$ cat src/rtl/xmhd_pkg.sv
// Shared types, codes and constants for the masked-header deframer.
// No dependencies; imported by xmhd_step and xor_masked_header_deframer.
`default_nettype none

package xmhd_pkg;

  // Fixed header: 2 check bytes, 4 full length bytes, 2 name length bytes
  localparam int unsigned FIXED_HEADER_BYTES = 8;

  // Configuration register indexes
  localparam logic [1:0] REG_XOR_MASK     = 2'd0;
  localparam logic [1:0] REG_CHECK_FIRST  = 2'd1;
  localparam logic [1:0] REG_CHECK_SECOND = 2'd2;

  // Result kinds
  localparam logic [1:0] KIND_HEADER  = 2'd0;
  localparam logic [1:0] KIND_NAME    = 2'd1;
  localparam logic [1:0] KIND_BODY    = 2'd2;
  localparam logic [1:0] KIND_NO_NAME = 2'd3;

  // Result status codes
  localparam logic [1:0] ST_OK        = 2'd0;
  localparam logic [1:0] ST_CHECK_BAD = 2'd1;
  localparam logic [1:0] ST_LEN_BAD   = 2'd2;

  // Parser phase
  typedef enum logic [2:0] {
    PH_CHK0 = 3'd0,
    PH_CHK1 = 3'd1,
    PH_FULL = 3'd2,
    PH_NLEN = 3'd3,
    PH_NAME = 3'd4,
    PH_BODY = 3'd5
  } phase_t;

  // Parser state carried from beat to beat
  typedef struct packed {
    phase_t      phase;
    logic [1:0]  byte_index;
    logic        first_matched;
    logic [31:0] length_shift;
    logic [15:0] name_shift;
    logic [15:0] name_left;
    logic [31:0] body_left;
  } state_t;

  // Configuration registers
  typedef struct packed {
    logic [7:0] xor_mask;
    logic [7:0] check_first;
    logic [7:0] check_second;
  } config_t;

  // One result beat
  typedef struct packed {
    logic [1:0]  kind;
    logic [7:0]  out_byte;
    logic [1:0]  status;
    logic [31:0] frame_length;
    logic [15:0] name_length;
    logic        frame_end;
  } result_t;

endpackage

`default_nettype wire

$ cat src/rtl/xmhd_step.sv
// Next-state and result logic for one received byte of the deframer.
// Depends on xmhd_pkg for the state, config and result types.
`default_nettype none

module xmhd_step
  import xmhd_pkg::*;
(
  input  state_t     st,
  input  config_t    cfg,
  input  logic [7:0] in_byte,
  output state_t     st_next,
  output result_t    res
);

  logic [7:0]  clear_byte;
  logic        flen_known;
  logic        nlen_known;
  logic [31:0] len_new;
  logic [15:0] name_new;
  logic [15:0] name_left_dec;
  logic [31:0] body_left_dec;
  logic [32:0] hdr_len;
  logic        len_short;
  logic [31:0] body_len;

  // Unmask and prepare shifted lengths and the header length compare
  assign clear_byte    = in_byte ^ cfg.xor_mask;
  assign len_new       = {st.length_shift[23:0], clear_byte};
  assign name_new      = {st.name_shift[7:0], clear_byte};
  assign name_left_dec = st.name_left - 16'd1;
  assign body_left_dec = st.body_left - 32'd1;
  assign hdr_len       = 33'(FIXED_HEADER_BYTES) + {17'd0, name_new};
  assign len_short     = {1'b0, st.length_shift} < hdr_len;
  assign body_len      = st.length_shift - hdr_len[31:0];

  // Advance the parser by one byte
  always_comb begin
    st_next      = st;
    res.kind     = KIND_HEADER;
    res.out_byte = 8'd0;
    res.status   = ST_OK;
    res.frame_end = 1'b0;
    flen_known   = (st.phase == PH_NLEN) || (st.phase == PH_NAME) || (st.phase == PH_BODY);
    nlen_known   = (st.phase == PH_NAME) || (st.phase == PH_BODY);

    unique case (st.phase)
      PH_CHK1: begin
        if (st.first_matched && (clear_byte == cfg.check_second)) begin
          st_next.phase        = PH_FULL;
          st_next.byte_index   = 2'd0;
          st_next.length_shift = 32'd0;
        end else begin
          res.status            = ST_CHECK_BAD;
          st_next.phase         = PH_CHK0;
          st_next.byte_index    = 2'd0;
          st_next.first_matched = 1'b0;
        end
      end
      PH_FULL: begin
        st_next.length_shift = len_new;
        if (st.byte_index == 2'd3) begin
          flen_known = 1'b1;
          if (len_new < 32'(FIXED_HEADER_BYTES)) begin
            res.status            = ST_LEN_BAD;
            st_next.phase         = PH_CHK0;
            st_next.byte_index    = 2'd0;
            st_next.first_matched = 1'b0;
          end else begin
            st_next.phase      = PH_NLEN;
            st_next.byte_index = 2'd0;
            st_next.name_shift = 16'd0;
          end
        end else begin
          st_next.byte_index = st.byte_index + 2'd1;
        end
      end
      PH_NLEN: begin
        st_next.name_shift = name_new;
        if (st.byte_index != 2'd0) begin
          nlen_known = 1'b1;
          if (len_short) begin
            res.status            = ST_LEN_BAD;
            st_next.phase         = PH_CHK0;
            st_next.byte_index    = 2'd0;
            st_next.first_matched = 1'b0;
          end else begin
            st_next.body_left  = body_len;
            st_next.name_left  = name_new;
            st_next.byte_index = 2'd0;
            if (name_new != 16'd0) begin
              st_next.phase = PH_NAME;
            end else begin
              res.kind = KIND_NO_NAME;
              if (body_len == 32'd0) begin
                res.frame_end         = 1'b1;
                st_next.phase         = PH_CHK0;
                st_next.first_matched = 1'b0;
              end else begin
                st_next.phase = PH_BODY;
              end
            end
          end
        end else begin
          st_next.byte_index = 2'd1;
        end
      end
      PH_NAME: begin
        res.kind          = KIND_NAME;
        res.out_byte      = clear_byte;
        st_next.name_left = name_left_dec;
        if (name_left_dec == 16'd0) begin
          if (st.body_left == 32'd0) begin
            res.frame_end         = 1'b1;
            st_next.phase         = PH_CHK0;
            st_next.byte_index    = 2'd0;
            st_next.first_matched = 1'b0;
          end else begin
            st_next.phase = PH_BODY;
          end
        end
      end
      PH_BODY: begin
        res.kind          = KIND_BODY;
        res.out_byte      = in_byte;
        st_next.body_left = body_left_dec;
        if (body_left_dec == 32'd0) begin
          res.frame_end         = 1'b1;
          st_next.phase         = PH_CHK0;
          st_next.byte_index    = 2'd0;
          st_next.first_matched = 1'b0;
        end
      end
      default: begin
        // First check code byte; unused codes also land here
        st_next.first_matched = (clear_byte == cfg.check_first);
        st_next.phase         = PH_CHK1;
        st_next.byte_index    = 2'd0;
      end
    endcase

    res.frame_length = flen_known ? st_next.length_shift : 32'd0;
    res.name_length  = nlen_known ? st_next.name_shift : 16'd0;
  end

endmodule

`default_nettype wire

$ cat src/rtl/xor_masked_header_deframer.sv
// Top level of the masked-header deframer: config, state and result registers.
// Depends on xmhd_pkg and xmhd_step.
`default_nettype none

// Takes one received byte per clock and returns one result beat per byte.
// Each byte passes through a single combinational step between the parser
// state registers and the result register, so the sustained rate is one byte
// per cycle and the result appears in the cycle after the byte is accepted. The
// input is stalled only while a result is held and the output side stalls.
// Header bytes are unmasked with xor_mask, the check code is compared with
// check_first/check_second, and lengths are validated; on any error or at the
// end of a frame the parser looks for a new header with the next byte. The user must
// write configuration through cfg_write/cfg_index/cfg_data only while idle; the block does not enforce it.
module xor_masked_header_deframer
  import xmhd_pkg::*;
(
  input  logic        clk,
  input  logic        rst,
  // Configuration write port
  input  logic        cfg_write,
  input  logic [1:0]  cfg_index,
  input  logic [7:0]  cfg_data,
  // Input byte channel
  input  logic        in_valid,
  output logic        in_stall,
  input  logic [7:0]  in_byte,
  // Result channel
  output logic        out_valid,
  input  logic        out_stall,
  output logic [1:0]  kind,
  output logic [7:0]  out_byte,
  output logic [1:0]  status,
  output logic [31:0] frame_length,
  output logic [15:0] name_length,
  output logic        frame_end
);

  config_t cfg;
  state_t  st;
  state_t  st_next;
  result_t res;
  logic    in_take;

  // Accept a byte when the result register is free or being drained
  assign in_stall = out_valid && out_stall;
  assign in_take  = in_valid && !in_stall;

  // Configuration registers
  always_ff @(posedge clk) begin
    if (rst) begin
      cfg <= '0;
    end else if (cfg_write) begin
      case (cfg_index)
        REG_XOR_MASK:     cfg.xor_mask     <= cfg_data;
        REG_CHECK_FIRST:  cfg.check_first  <= cfg_data;
        REG_CHECK_SECOND: cfg.check_second <= cfg_data;
        default: ;
      endcase
    end
  end

  xmhd_step u_step (
    .st      (st),
    .cfg     (cfg),
    .in_byte (in_byte),
    .st_next (st_next),
    .res     (res)
  );

  // Parser state: advance on each accepted beat; all-zero state is PH_CHK0
  always_ff @(posedge clk) begin
    if (rst) begin
      st <= '0;
    end else if (in_take) begin
      st <= st_next;
    end
  end

  // Result valid: set on accept, drop once taken
  always_ff @(posedge clk) begin
    if (rst) begin
      out_valid <= 1'b0;
    end else if (in_take) begin
      out_valid <= 1'b1;
    end else if (!out_stall) begin
      out_valid <= 1'b0;
    end
  end

  // Result payload: hold while stalled
  always_ff @(posedge clk) begin
    if (in_take) begin
      kind         <= res.kind;
      out_byte     <= res.out_byte;
      status       <= res.status;
      frame_length <= res.frame_length;
      name_length  <= res.name_length;
      frame_end    <= res.frame_end;
    end
  end

  // An error beat never ends a frame and is always a header beat
  assert property (@(posedge clk) disable iff (rst)
    out_valid && (status != ST_OK) |-> (kind == KIND_HEADER) && !frame_end)
    else $error("error result with non-header kind or frame end");

  // After a frame end or an error the parser restarts at a new header
  assert property (@(posedge clk) disable iff (rst)
    in_take && (res.frame_end || (res.status != ST_OK)) |=> st.phase == PH_CHK0)
    else $error("parser did not restart after frame end or error");

  // Body phase always has bytes left to pass
  assert property (@(posedge clk) disable iff (rst)
    st.phase == PH_BODY |-> st.body_left != 32'd0)
    else $error("body phase with zero bytes left");

  // Name phase always has name bytes left
  assert property (@(posedge clk) disable iff (rst)
    st.phase == PH_NAME |-> st.name_left != 16'd0)
    else $error("name phase with zero name bytes left");

  // A name byte always comes with a known, nonzero name length
  assert property (@(posedge clk) disable iff (rst)
    out_valid && (kind == KIND_NAME) |-> name_length != 16'd0)
    else $error("name byte without name length");

endmodule

`default_nettype wire

$ cat config.mk
export PLATFORM = sky130hd
export DESIGN_NAME = xor_masked_header_deframer
export DESIGN_NICKNAME = d
export VERILOG_FILES = /design/src/rtl/xmhd_pkg.sv /design/src/rtl/xmhd_step.sv /design/src/rtl/xor_masked_header_deframer.sv
export SDC_FILE = /design/constraint.sdc
export NUM_CORES = 1
export LEC_CHECK = 0
export CORE_AREA = 2 2 179 181
export CTS_CLUSTER_DIAMETER = 60
export DETAILED_ROUTE_END_ITERATION = 8
export DIE_AREA = 0 0 181 183
export DONT_BUFFER_PORTS = 1
export GPL_TIMING_DRIVEN = 0
export SYNTH_ARGS = -nofsm -noshare
export SYNTH_HDL_FRONTEND = slang
export SYNTH_SLANG_ARGS = --single-unit
$ cat constraint.sdc
create_clock -name clk -period 11.6 [get_ports clk]
set_input_delay 0.58 -clock clk [delete_from_list [all_inputs] [get_ports clk]]
set_output_delay 0.58 -clock clk [all_outputs]
set_load 0.03 [all_outputs]
# Word level (Yosys, flattened, before mapping)
# Cells that the tools add are included.
# totals
word_cells	124
output_inout_bits	63
ff_bits	188
# op_classes
n_mux	54
eq_ne	21
n_bitwise	1
reduce_logical	24
order_cmp	2
add_sub_neg	5
# ops
cell	n
one-hot mux 32 bit (2 select lines)	2
zero test 32 bit	3
2-to-1 mux 48 bit	2
one-hot mux 16 bit (2 select lines)	2
< comparator 32 x 33 -> 1 bit	1
< comparator 32 x 4 -> 1 bit, second input constant	1
2-to-1 mux 16 bit	2
2-to-1 mux 32 bit	1
subtractor 32 x 1 -> 32 bit, second input constant	1
subtractor 32 bit	1
one-hot mux 6 bit (5 select lines)	1
2-to-1 mux 1 bit	20
2-to-1 mux 2 bit	9
2-to-1 mux 3 bit	6
2-to-1 mux 6 bit	3
adder 4 x 16 -> 17 bit, first input constant	1
== test 8 bit	2
zero test 16 bit	1
one-hot mux 8 bit (2 select lines)	1
nonzero test 16 bit	1
subtractor 16 x 1 -> 16 bit, second input constant	1
!= test 2 bit, second input constant	6
one-hot mux 2 bit (3 select lines)	2
AND reduction 4 bit	3
19 further kinds	34

# Depth between registers and ports, before layout
# Gate-level depths: netlist (run 1).
# depth
depth_word	9
mapped_depth	20
mapped_depth_nobuf	17

# By module
# Synthesis (run 1) repeated with hierarchy kept, for this count alone.
# hier_totals
hier_cells	1628
hier_area_um2	13399.1
# modules_own_cells
module	seq_area_each_um2	n_inst	cells_each	area_per_inst_um2
xor_masked_header_deframer	4374.2	1	598	7373.3
xmhd_step	0.0	1	1030	6025.8

# Least setup slack after synthesis (run 1)
# No wires, ideal clock.
# synth_timing
path_kind	input -> register
startpoint	input port in_byte[3]
endpoint	register st[101] (netlist name)
slack_ns	6.722
stages	19
arrival_time_ns	4.761
setup_ns	0.117
n_path_buf	2
cell_sequence	xor2_1 clkbuf_1 ha_1 nand4_1 nor2_1 nand2_1 xor2_1 ha_1 clkbuf_1 and3_1 or4b_2 a2111oi_0 o21ai_0 xnor2_1 nor4_1 nand4_1 nor4_1 o21ai_0 a32o_1
# synth_between
elab_chain_cells	9
word_cells_on_any_way	11
classes_between	add/sub (2); order compare (1); mux (5); bitwise (1); reduce/logical (2)
# synth_lines
element	line	source
start: declaration	xor_masked_header_deframer.sv:26	input logic [7:0] in_byte,
XOR 8 bit *	xmhd_step.sv:27	assign clear_byte = in_byte ^ cfg.xor_mask;
adder 4 x 16 -> 17 bit	xmhd_step.sv:32	assign hdr_len = 33'(FIXED_HEADER_BYTES) + {17'd0, name_new};
subtractor 32 bit	xmhd_step.sv:34	assign body_len = st.length_shift - hdr_len[31:0];
zero test 32 bit	xmhd_step.sv:94	if (body_len == 32'd0) begin
2-to-1 mux 3 bit	xmhd_step.sv:94	
2-to-1 mux 3 bit	xmhd_step.sv:90	if (name_new != 16'd0) begin
2-to-1 mux 6 bit *	xmhd_step.sv:81	if (len_short) begin
2-to-1 mux 3 bit *	xmhd_step.sv:79	if (st.byte_index != 2'd0) begin
one-hot mux 6 bit (5 select lines) *	xmhd_step.sv:46	unique case (st.phase)
# Mark *: on every way between the ends. The rest lies on a longest branch, timed or not. The select of a mux whose other input is x is not followed.
# A chain may end at the register's enable or synchronous reset.

# Final worst setup path (run 1)
# layout_timing
startpoint	register cfg[21] (netlist name)
endpoint	register st[101] (netlist name)
# layout_between
elab_chain_cells	9
word_cells_on_any_way	11
classes_between	add/sub (2); order compare (1); mux (5); bitwise (1); reduce/logical (2)
# layout_lines
element	line
XOR 8 bit *	xmhd_step.sv:27
adder 4 x 16 -> 17 bit	xmhd_step.sv:32
subtractor 32 bit	xmhd_step.sv:34
zero test 32 bit	xmhd_step.sv:94
2-to-1 mux 3 bit	xmhd_step.sv:94
2-to-1 mux 3 bit	xmhd_step.sv:90
2-to-1 mux 6 bit *	xmhd_step.sv:81
2-to-1 mux 3 bit *	xmhd_step.sv:79
one-hot mux 6 bit (5 select lines) *	xmhd_step.sv:46
# Marked as above.

==> out/results.ini, run 1 <==
[sta]
final-max-slew-violation-count = 0
rsz0062_at_grt = false
worst_clock_skew_ns = 0.01602
max_slew.worst_pin.slew_ns = 1.463
timing.slew.headroom = 0.02168
setup_tns_ns = 0
finalSetupViolCount = 0
timing.final.hold_violations = 0
period_minus_slack_ns = 6.657
maximum_frequency_from_static_timing_analysis_ghz = 0.1502
final_period_utilization = 0.5738

[placed_design]
port-buffer-count = 0
dp_hpwl_um = 27920
place.gp.congestion = 0.9367
post_placement_cell_area_sq_mm = 0.01191

[floorplan]
die_h_um = 183
initial_core_util = 0.3644
fp.dieArea_sq_mm = 0.03312
floorplan.core_area_sq_mm = 0.03123
floorplan.die.width_um = 181
num_io_pins = 86
rows = 65

[worst_setup_path]
critical_path.slowest_cell = sky130_fd_sc_hd__a2111oi_0
cp.buffers_inverters = 2
worst_path_most_repeated_cell = sky130_fd_sc_hd__nand3_1
worstSetupStartpointType = flip-flop
worstPathRequired_ns = 11.95
criticalPathCategory = reg -> reg
critical-path-top-delay-family = simple AND/OR/NAND/NOR gates
worst-r2r-cell-count = 19
crit_path_max_fanout = 10
path_depth = 19
slowest_delay_ns = 1.02
cell_breakdown_of_the_critical_path = xor2_1 -> clkbuf_1 -> and2_1 -> nand3_1 -> nor3_1 -> nand3_1 -> xor2_1 -> ha_1 -> clkbuf_1 -> and4b_1 -> nand3_1 -> a2111oi_0 -> o41ai_1 -> o32ai_1 -> and2_1 -> nand4_1 -> nor4_1 -> o21ai_0 -> a32o_1
critical_path_arrival_ns = 7.01
crit_end_category = flip-flop

[cts]
cts_repair_resize_count = 0
postCtsSetupBuffers = 0
cts_buffers = 17
total_of_hold_buffers_inserted_after_clock_tree_synthesis = 0
cts_tree = done
tritoncts_sink_count = 188
clock-root-buffer = sky130_fd_sc_hd__clkbuf_16
clock_tree.htree_level_count = 4
cts_max_path_buffers = 2
clkSlewWorstSetupHoldPaths_ns = 0.08
clk_latency_ns = 0.46

[layout]
most_common_library_cell_in_the_layout_ignoring_fill_and_taps = sky130_fd_sc_hd__nor2_1
post_route_cells_drive_above_1_share = 0.04138
final_net_count = 1487
n_antenna_cell = 0
layout.cells.most_common_list = sky130_fd_sc_hd__nor2_1 (186), sky130_fd_sc_hd__nand2_1 (141), sky130_fd_sc_hd__dfxtp_1 (127), sky130_fd_sc_hd__clkbuf_1 (108), sky130_fd_sc_hd__a21oi_1 (107)
fin_area_sq_mm = 0.01251
fillerInstances = 3224
syn2layout_area_growth_pct = 9.895

[pwr]
clock_power_share = 0.430
worst_ir_drop_vdd_mv = 0.09540
post-layout-total-power_mw = 1.418
p_seq_frac = 0.508
static_leakage_nw = 4.357
power.density_cell_area_mw_per_mm2 = 113.4
p_sw_frac = 0.2637
combPwrFrac = 0.062
netSwitchingPower_mw = 0.3739
power_report.internal_total_mw = 1.044

[routing]
drt_pre_antenna_iters = 6
detail_route.vias_per_cell = 6.063
detail-route-antenna-nets = 0
avgRoutedWirePerCell_um = 20.78
num_vias = 11230
first_iter_violations = 1277
wl_um = 38490
route.detailed.drc = 0

[logic_synthesis]
mappedNetlistArea_sq_mm = 0.01138
syn_inst = 1416
synth_enable_flop_cells = 61
postSynth.asyncResetShare = 0
synth_largest_type_area_fraction = 0.2234
mappedNetlistNets = 1466
synth_cell_types = 72
netlist.top_cell.by_area = sky130_fd_sc_hd__dfxtp_1
synth-seq-area-share = 0.3843
ys_warn_count = 0
dominantRegCellSynth = sky130_fd_sc_hd__dfxtp_1
post_synth.cell_area_avg_sq_um = 8.037
synth-seq-cells = 188
ys_top_cells_by_area = sky130_fd_sc_hd__dfxtp_1 (22%), sky130_fd_sc_hd__edfxtp_1 (16%), sky130_fd_sc_hd__nor2_1 (6.1%), sky130_fd_sc_hd__a22oi_1 (5.9%), sky130_fd_sc_hd__a21oi_1 (4.7%)

[grt]
grt_overflow = 0
vias_in_the_first_global_route = 10310
antenna_violations_before_repair = 0
pin_count_of_the_biggest_net_entering_global_routing = 46
grt_pass1_wl_um = 59060
grt_use_total = 0.2287

[outcome]
run_status = finished, final reports clean

[run]
maxCapViolations = 0

[worst_hold_path]
hold_path_class = in -> reg
whs_path_depth = 1

## worst paths after layout
| check | slack [ns] | from | endpoint |
|---|---|---|---|
| worst max-delay path | 4.94 | cfg[21]$_SDFFE_PP0P_ | st[101]$_SDFFE_PP0P_ |
| worst min-delay path | 0.25 | in_valid | out_valid$_SDFFE_PP0P_ |
| worst max register to register | 4.94 | cfg[21]$_SDFFE_PP0P_ | st[101]$_SDFFE_PP0P_ |
| worst min register to register | 0.48 | st[25]$_SDFFE_PP0P_ | st[25]$_SDFFE_PP0P_ |
## metal layers
layer / up-vias / global-route usage / part of all wire
met3: 62 / 0.04011 / 0.078
li1: 5230 / - / -
met5: - / 0 / 0
met4: 0 / 0.07935 / 0.025
met2: 506 / 0.3608 / 0.45
met1: 5430 / 0.3162 / 0.45
## synthesized netlist by cell type (all sizes together) (28+ instances only)
| master | number |
|---|---|
| clkbuf | 108 |
| nand2 | 141 |
| o21ai | 70 |
| a21oi | 107 |
| dfxtp | 127 |
| nor3 | 40 |
| nor2 | 186 |
| a22oi | 89 |
| edfxtp | 61 |
| nand3 | 66 |
| xnor2 | 30 |
| mux2i | 28 |
| nor4 | 30 |
| xor2 | 30 |
## cell families (layout without fill, tap and decap cells)
family | after synthesis | in the layout | share of synthesized area
flops | 188 | 188 | 0.3843
simple gates | 591 | 591 | 0.2495
buf+inv | 141 | 175 | 0.04683
mux | 28 | 28 | 0.02463
compound gates | 381 | 381 | 0.2182
xor+xnor | 60 | 60 | 0.04617
fa+ha+maj | 27 | 27 | 0.03034
## cell type report
type                    count  area (sq um)  share of cell area
flip-flops and latches    188          4374              0.3497
plain buffers             116         439.2             0.03511
clock inverters            10         105.1            0.008403
multi-input cells        1087          6480              0.5181
clock buffers              22         486.7             0.03892
repair buffers              2         25.02            0.002001
well taps                 402         503.0             0.04022
inverters                  25         93.84            0.007503
## power groups by stage
| stage | combinational [mW] | sequential, mW | clock [mW] |
|---|---|---|---|
| 2_1_floorplan | 0.0584 | 0.734 | 0 |
| 3_3_place_gp | 0.0842 | 0.737 | 0 |
| 3_5_place_dp | 0.0863 | 0.736 | 0 |
| 4_1_cts | 0.0870 | 0.721 | 0.615 |
| 5_1_grt | 0.0945 | 0.722 | 0.640 |
| 6_report | 0.0879 | 0.721 | 0.610 |
## stage by stage
step	hold WS [ns]	setup slack, ns	util	std cells
2_1_floorplan	0.4360	6.722	-	1416
3_3_place_gp	0.4639	5.037	0.3805	1818
3_5_place_dp	0.4687	5.047	0.3813	1820
4_1_cts	0.2404	5.240	0.4003	1852
5_1_grt	0.2419	4.773	0.4005	1852
6_report	0.2529	4.943	0.4005	1852
## flip-flops by register name (all words and copies together), names as in the netlist
register / cells
frame_end: 1
frame_length: 32
out_byte: 8
cfg: 24
status: 2
st: 102
out_valid: 1
name_length: 16
kind: 2
Power figures use the tool's default switching activity.
==> run 2, diff against run 1 <==
==> constraint.sdc (replaced) <==
create_clock -name clk -period 6.3 [get_ports clk]
set_input_delay 0.315 -clock clk [delete_from_list [all_inputs] [get_ports clk]]
set_output_delay 0.315 -clock clk [all_outputs]
set_load 0.03 [all_outputs]
==> run 2 against run 1 <==
The run now ends with max-capacitance violations left. Total power increased by 84%. Cell count increased by 0.11%. Largest power group unchanged. Register-to-register slack lost 4.6 ns. Critical path type unchanged. Clock skew decreased by 0.0025 ns. Wire length rose by 0.30%. Final area increased by 0.23%. Worst setup slack lost 4.6 ns.
==> out/results.ini, run 2 (synthesized netlist as in run 1, its figures left out) <==
[worst_hold_path]
hold_path_class = in -> reg

[sta]
period_minus_slack_ns = 5.997  ; -0.6592 ns
finalSetupViolCount = 0  ; unchanged
final-max-slew-violation-count = 0  ; unchanged
max_slew.worst_pin.slew_ns = 1.478  ; +0.01590 ns
worst_clock_skew_ns = 0.01356  ; -0.002459 ns
rsz0062_at_grt = false
setup_tns_ns = 0  ; unchanged
timing.slew.headroom = 0.01104  ; -0.01064
timing.final.hold_violations = 0  ; unchanged
final_period_utilization = 0.9520  ; +0.3781
maximum_frequency_from_static_timing_analysis_ghz = 0.1667  ; +11%

[layout]
largest_reg_flops = 102  ; unchanged
layoutNonFillerInstCount = 1854  ; +0.11%
n_antenna_cell = 0  ; unchanged
most_common_library_cell_in_the_layout_ignoring_fill_and_taps = sky130_fd_sc_hd__nor2_1
largest_registers = st (102), frame_length (32), cfg (24)
syn2layout_area_growth_pct = 10.15
largest-register = st
layout.cells.most_common_list = sky130_fd_sc_hd__nor2_1 (186), sky130_fd_sc_hd__nand2_1 (141), sky130_fd_sc_hd__dfxtp_1 (127), sky130_fd_sc_hd__a21oi_1 (107), sky130_fd_sc_hd__clkbuf_1 (104)
final_net_count = 1489  ; +0.13%
post_route_cells_drive_above_1_share = 0.04614  ; +0.004764

[cts]
cts_buffers = 17  ; unchanged
clock_tree.htree_level_count = 4  ; unchanged
clkSlewWorstSetupHoldPaths_ns = 0.08  ; about the same
tritoncts_sink_count = 188  ; unchanged
cts_tree = done
clock-root-buffer = sky130_fd_sc_hd__clkbuf_16
cts_max_path_buffers = 2  ; unchanged
clk_latency_ns = 0.46  ; about the same

[floorplan]
initial_core_util = 0.3644  ; unchanged
floorplan.die.width_um = 181  ; unchanged
die_h_um = 183  ; unchanged
rows = 65  ; unchanged
num_io_pins = 86  ; unchanged
floorplan.core_area_sq_mm = 0.03123  ; unchanged
fp.dieArea_sq_mm = 0.03312  ; unchanged

[routing]
route.detailed.drc = 0  ; unchanged
detail-route-antenna-nets = 0  ; unchanged
num_vias = 11270  ; +0.40%
detail_route.vias_per_cell = 6.080  ; +0.29%
first_iter_violations = 1202  ; -5.9%
drt_pre_antenna_iters = 5  ; -1
wl_um = 38610  ; +0.30%
avgRoutedWirePerCell_um = 20.82  ; +0.19%

[pwr]
power_report.internal_total_mw = 1.924  ; +84%
worst_ir_drop_vdd_mv = 0.1773  ; +86%
p_sw_frac = 0.2645  ; +0.0008479
clock_power_share = 0.431  ; about the same
static_leakage_nw = 4.380  ; +0.52%
combPwrFrac = 0.062  ; about the same
power.density_cell_area_mw_per_mm2 = 208.6  ; +84%
netSwitchingPower_mw = 0.6918  ; +85%
p_seq_frac = 0.507  ; about the same

[run]
maxCapViolations = 1  ; +1

[worst_setup_path]
criticalPathCategory = reg -> reg
worstPathRequired_ns = 6.57  ; -5.38 ns
crit_path_max_fanout = 10  ; unchanged
crit_end_category = flip-flop
slowest_delay_ns = 0.60  ; -0.42 ns
cell_breakdown_of_the_critical_path = xor2_1 -> clkbuf_2 -> and2_1 -> nand3_1 -> nor3_1 -> nand3_1 -> xor2_1 -> ha_1 -> clkbuf_1 -> and3_1 -> clkbuf_1 -> nand2_1 -> a2111oi_0 -> nor3_1 -> xnor2_1 -> or4b_1 -> nor4_1 -> nand4b_1 -> a31oi_1
critical_path.slowest_cell = sky130_fd_sc_hd__nor4_1
critical_path_arrival_ns = 6.27  ; -0.74 ns
worstSetupStartpointType = flip-flop

[grt]
pin_count_of_the_biggest_net_entering_global_routing = 46  ; unchanged
grt_use_total = 0.2288  ; about the same
grt_pass1_wl_um = 59080  ; about the same
vias_in_the_first_global_route = 10310  ; unchanged
antenna_violations_before_repair = 0  ; unchanged
grt_overflow = 0  ; unchanged

[outcome]
failed_checks = max-capacitance violations
run_status = finished with violations

[placed_design]
port-buffer-count = 0  ; unchanged
dp_cells = 1820  ; unchanged
dp_hpwl_um = 27920  ; unchanged
place.gp.congestion = 0.9367  ; unchanged

run 2: cell types whose count changed in the layout (fill, tap and decap cells not counted), sizes merged:
| cell | change |
|---|---|
| clkbuf | +2 |
| buf | -1 |
| dlygate4sd3 | +1 |
run 2: power by group through the flow:
stage | sequential, mW | combinational, mW | clock [mW]
floorplan | 1.35 | 0.108 | 0
CTS | 1.33 | 0.161 | 1.13
detailed placement | 1.36 | 0.159 | 0
global placement | 1.36 | 0.155 | 0
finish | 1.33 | 0.162 | 1.13
global route | 1.33 | 0.175 | 1.18
run 2: cell type report:
class | instances | area (sq um)
Buffer | 116 | 445.4
Clock buffer | 22 | 486.7
Clock inverter | 10 | 105.1
Fill cell | 3224 | 18690
Inverter | 25 | 93.84
Multi-Input combinational cell | 1087 | 6487
Sequential cell | 188 | 4374
Tap cell | 402 | 503.0
Timing Repair Buffer | 4 | 40.04
run 2: metal layers:
layer / part of all wire / GRT usage / vias up
li1: - / - / 5228
met1: 0.45 / 0.3158 / 5501
met5: 0 / 0 / -
met4: 0.024 / 0.07902 / 0
met3: 0.071 / 0.03971 / 62
met2: 0.45 / 0.3620 / 482
run 2: critical path, delay by kind of cell, from the launching register on:
kind / cells / cell delay (ns)
AO/OA/AOI/OAI: 2 / 0.71
buffers and inverters: 3 / 0.95
AND/OR/NAND/NOR: 10 / 2.79
adder cells (fa/ha/maj): 1 / 0.32
flip-flops: 1 / 0.34
XOR/XNOR: 3 / 0.68
run 2: timing repair:
| item | in CTS | in global routing |
|---|---|---|
| buffers inserted | 0 | 0 |
| endpoints found under the hold margin | 1 | 0 |
| hold buffers | 1 | 0 |
| gates resized for setup | 1 | 10 |
| endpoints found under the setup margin | 2 | 10 |
run 2: path summary, 6_finish.rpt:
path | slack, ns | endpoint | depth (start not counted) | startpoint
setup reg to reg | 0.30 | frame_end$_DFFE_PP_ | 19 | cfg[21]$_SDFFE_PP0P_
setup / recovery | 0.30 | frame_end$_DFFE_PP_ | 19 | cfg[21]$_SDFFE_PP0P_
hold reg to reg | 0.49 | st[25]$_SDFFE_PP0P_ | 2 | st[25]$_SDFFE_PP0P_
hold / removal | 0.006 | cfg[0]$_SDFFE_PP0P_ | 2 | cfg_data[0]
run 2: per-stage QoR:
stage / total power [mW] / setup slack [ns] / utilization / hold WS, ns / cell area (sq um)
after floorplan: 1.460 / 1.675 / - / 0.4360 / 11380
after global placement: 1.512 / -0.01846 / 0.3805 / 0.4406 / 11880
after detailed placement: 1.514 / -0.01189 / 0.3813 / 0.4460 / 11910
after CTS: 2.621 / 0.01935 / 0.4006 / 0.001278 / 12510
after global routing: 2.682 / 0.04460 / 0.4014 / 0.004977 / 12540
final: 2.615 / 0.3027 / 0.4014 / 0.006321 / 12540
==> run 3, diff against run 2 <==
--- a/config.mk
+++ b/config.mk
@@ -5,12 +5,16 @@
 export SDC_FILE = /design/constraint.sdc
 export NUM_CORES = 1
 export LEC_CHECK = 0
+export CELL_PAD_IN_SITES_DETAIL_PLACEMENT = 1
+export CELL_PAD_IN_SITES_GLOBAL_PLACEMENT = 1
 export CORE_AREA = 2 2 179 181
 export CTS_CLUSTER_DIAMETER = 60
 export DETAILED_ROUTE_END_ITERATION = 8
 export DIE_AREA = 0 0 181 183
 export DONT_BUFFER_PORTS = 1
 export GPL_TIMING_DRIVEN = 0
+export PLACE_DENSITY = 0.65
+export SKIP_CTS_REPAIR_TIMING = 1
 export SYNTH_ARGS = -nofsm -noshare
 export SYNTH_HDL_FRONTEND = slang
 export SYNTH_SLANG_ARGS = --single-unit
==> run 3 against run 2 <==
First-iteration DRC count is 34% lower. Largest cell class unchanged. Fmax is essentially flat. Critical endpoint unchanged. Register-to-register slack is essentially flat. Clock skew rose by 0.00074 ns. Final area is 0.19% higher. Critical path depth unchanged. Worst setup slack lost 0.0029 ns. Via count down 0.56%. The flow now finishes without violations. Utilization increased by 0.076 points. Total power decreased by 0.47%. Clock-buffer cell count fell by 4.
==> out/results.ini, run 3 (synthesized netlist as in run 1, its figures left out) <==
[layout]
layout.cells.most_common_list = sky130_fd_sc_hd__nor2_1 (186), sky130_fd_sc_hd__nand2_1 (141), sky130_fd_sc_hd__dfxtp_1 (127), sky130_fd_sc_hd__a21oi_1 (107), sky130_fd_sc_hd__clkbuf_1 (104)
fillerInstances = 3816  ; +18%
most_common_library_cell_in_the_layout_ignoring_fill_and_taps = sky130_fd_sc_hd__nor2_1
largest_reg_flops = 102  ; unchanged
area_occupied_by_multi_input_gates_sq_mm = 0.006534  ; +0.71%
n_antenna_cell = 0  ; unchanged
seq_area_sq_mm = 0.004374  ; unchanged
layoutNonFillerInstCount = 1852  ; -0.11%
post_route_cells_drive_above_1_share = 0.04828  ; +0.002133
largest-register = st
final_net_count = 1487  ; -0.13%
final_core_util = 0.4022  ; +0.0007610
largest_registers = st (102), frame_length (32), cfg (24)
syn2layout_area_growth_pct = 10.36
fin_area_sq_mm = 0.01256  ; +0.19%

[sta]
rsz0062_at_grt = false
final-max-slew-violation-count = 0  ; unchanged
layout_setup_ws_ns = 0.2998  ; -0.002866 ns
worst_clock_skew_ns = 0.01430  ; +0.0007393 ns
timing.slew.headroom = 0.1086  ; +0.09760
final_period_utilization = 0.9524  ; about the same
hold-worst-slack_ns = 0.008303  ; +0.001983 ns
finalSetupViolCount = 0  ; unchanged
max_slew.worst_pin.slew_ns = 1.333  ; -0.1459 ns
period_minus_slack_ns = 6.000  ; +0.002866 ns
timing.final.hold_violations = 0  ; unchanged
maximum_frequency_from_static_timing_analysis_ghz = 0.1667  ; about the same

[floorplan]
num_io_pins = 86  ; unchanged
die_h_um = 183  ; unchanged
initial_core_util = 0.3644  ; unchanged
rows = 65  ; unchanged
floorplan.die.width_um = 181  ; unchanged
fp.dieArea_sq_mm = 0.03312  ; unchanged
floorplan.core_area_sq_mm = 0.03123  ; unchanged

[worst_hold_path]
hold_path_startpoint = cfg_data[6]
hold_path_class = in -> reg

[worst_setup_path]
worstPathRequired_ns = 6.53  ; -0.04 ns
worst_r2r_startpoint = cfg[20]$_SDFFE_PP0P_
cell_breakdown_of_the_critical_path = xor2_1 -> clkbuf_2 -> ha_1 -> nand4_1 -> nor2_1 -> nand2_1 -> xor2_1 -> ha_1 -> clkbuf_1 -> and3_1 -> clkbuf_1 -> nand2_1 -> a2111oi_0 -> nor3_1 -> xnor2_1 -> or4b_1 -> nor4_2 -> nand4b_1 -> a31oi_1
crit_end_category = flip-flop
criticalPathCategory = reg -> reg
worstSetupStartpoint = cfg[20]$_SDFFE_PP0P_
critical_path.slowest_cell = sky130_fd_sc_hd__or4b_1
crit_path_max_fanout = 10  ; unchanged
worstSetupStartpointType = flip-flop
slowest_delay_ns = 0.59  ; about the same
critical_path_arrival_ns = 6.23  ; -0.04 ns

[placed_design]
place.gp.congestion = 0.8882  ; -5.2%
preCtsSetupSlack_ns = -0.2950  ; -0.2831 ns
post_placement_cell_area_sq_mm = 0.01192  ; about the same
dp_hpwl_um = 31180  ; +12%
port-buffer-count = 0  ; unchanged
dp_cells = 1819  ; -0.055%

[cts]
cts_max_path_buffers = 2  ; unchanged
cts_buffers = 17  ; unchanged
clk_latency_ns = 0.46  ; about the same
clock_tree.htree_level_count = 4  ; unchanged
clkSlewWorstSetupHoldPaths_ns = 0.08  ; about the same
tritoncts_sink_count = 188  ; unchanged
cts_tree = done
clock-root-buffer = sky130_fd_sc_hd__clkbuf_16

[pwr]
worst_ir_drop_vdd_mv = 0.1503  ; -15%
power.density_cell_area_mw_per_mm2 = 207.3  ; -0.66%
static_leakage_nw = 4.383  ; about the same

[routing]
route.detailed.drc = 0  ; unchanged
first_iter_violations = 797  ; -34%
wl_um = 42850  ; +11%
detail-route-antenna-nets = 0  ; unchanged
avgRoutedWirePerCell_um = 23.14  ; +11%
num_vias = 11210  ; -0.56%
detail_route.vias_per_cell = 6.053  ; -0.45%
drt_pre_antenna_iters = 5  ; unchanged

[run]
maxCapViolations = 0  ; -1

[grt]
grt_pass1_wl_um = 66350  ; +12%
grt_overflow = 0  ; unchanged
grt_use_total = 0.2586  ; +0.02987
pin_count_of_the_biggest_net_entering_global_routing = 44  ; -4.3%
antenna_violations_before_repair = 0  ; unchanged
vias_in_the_first_global_route = 11240  ; +9.1%

[outcome]
run_status = finished, final reports clean

[run 3: worst max-delay path, delay by kind of cell, from the launching register on]
family                     cells  cell delay, ns
and+or+nand+nor                9            2.28
buffers and inverters          3            1.03
AOI/OAI and AO/OA              2            0.79
xor gates and xnor gates       3            0.73
adders and majority gates      2            0.59
DFF                            1            0.35
[run 3: final timing paths]
check / depth (start not counted) / slack (ns) / endpoint
max: 19 / 0.30 / frame_end$_DFFE_PP_
max reg2reg: 19 / 0.30 / frame_end$_DFFE_PP_
min reg2reg: 2 / 0.49 / st[25]$_SDFFE_PP0P_
min: 2 / 0.008 / cfg[14]$_SDFFE_PP0P_
[run 3: layout make-up]
cell class	count	share of cell area
clock inverter	14	0.01195
inverter	25	0.007472
timing repair buffer	2	0.002391
tap	402	0.04005
multi-input combinational	1087	0.5202
clock buffer	18	0.03417
sequential	188	0.3483
buffer	116	0.03547
[run 3: where the power goes]
part	internal, mW	total, mW	leakage (nW)	switching [mW]
sequential	1.28	1.33	1.63	0.0513
clock	0.563	1.11	0.283	0.546
combinational	0.0493	0.168	2.47	0.118
total	1.89	2.60	4.38	0.715
[run 3: metal layers]
metal,part of all wire,up-vias,track usage
li1,-,5223,-
met1,0.45,5676,0.3433
met2,0.48,249,0.4380
met3,0.039,62,0.03197
met4,0.028,0,0.08618
met5,0,-,0
[run 3: per-stage QoR]
stage	power (mW)	TNS, ns
6_report	2.603	0
5_1_grt	2.681	0
4_1_cts	2.621	-0.8958
3_5_place_dp	1.521	-0.7234
3_3_place_gp	1.517	-0.6513
2_1_floorplan	1.460	0
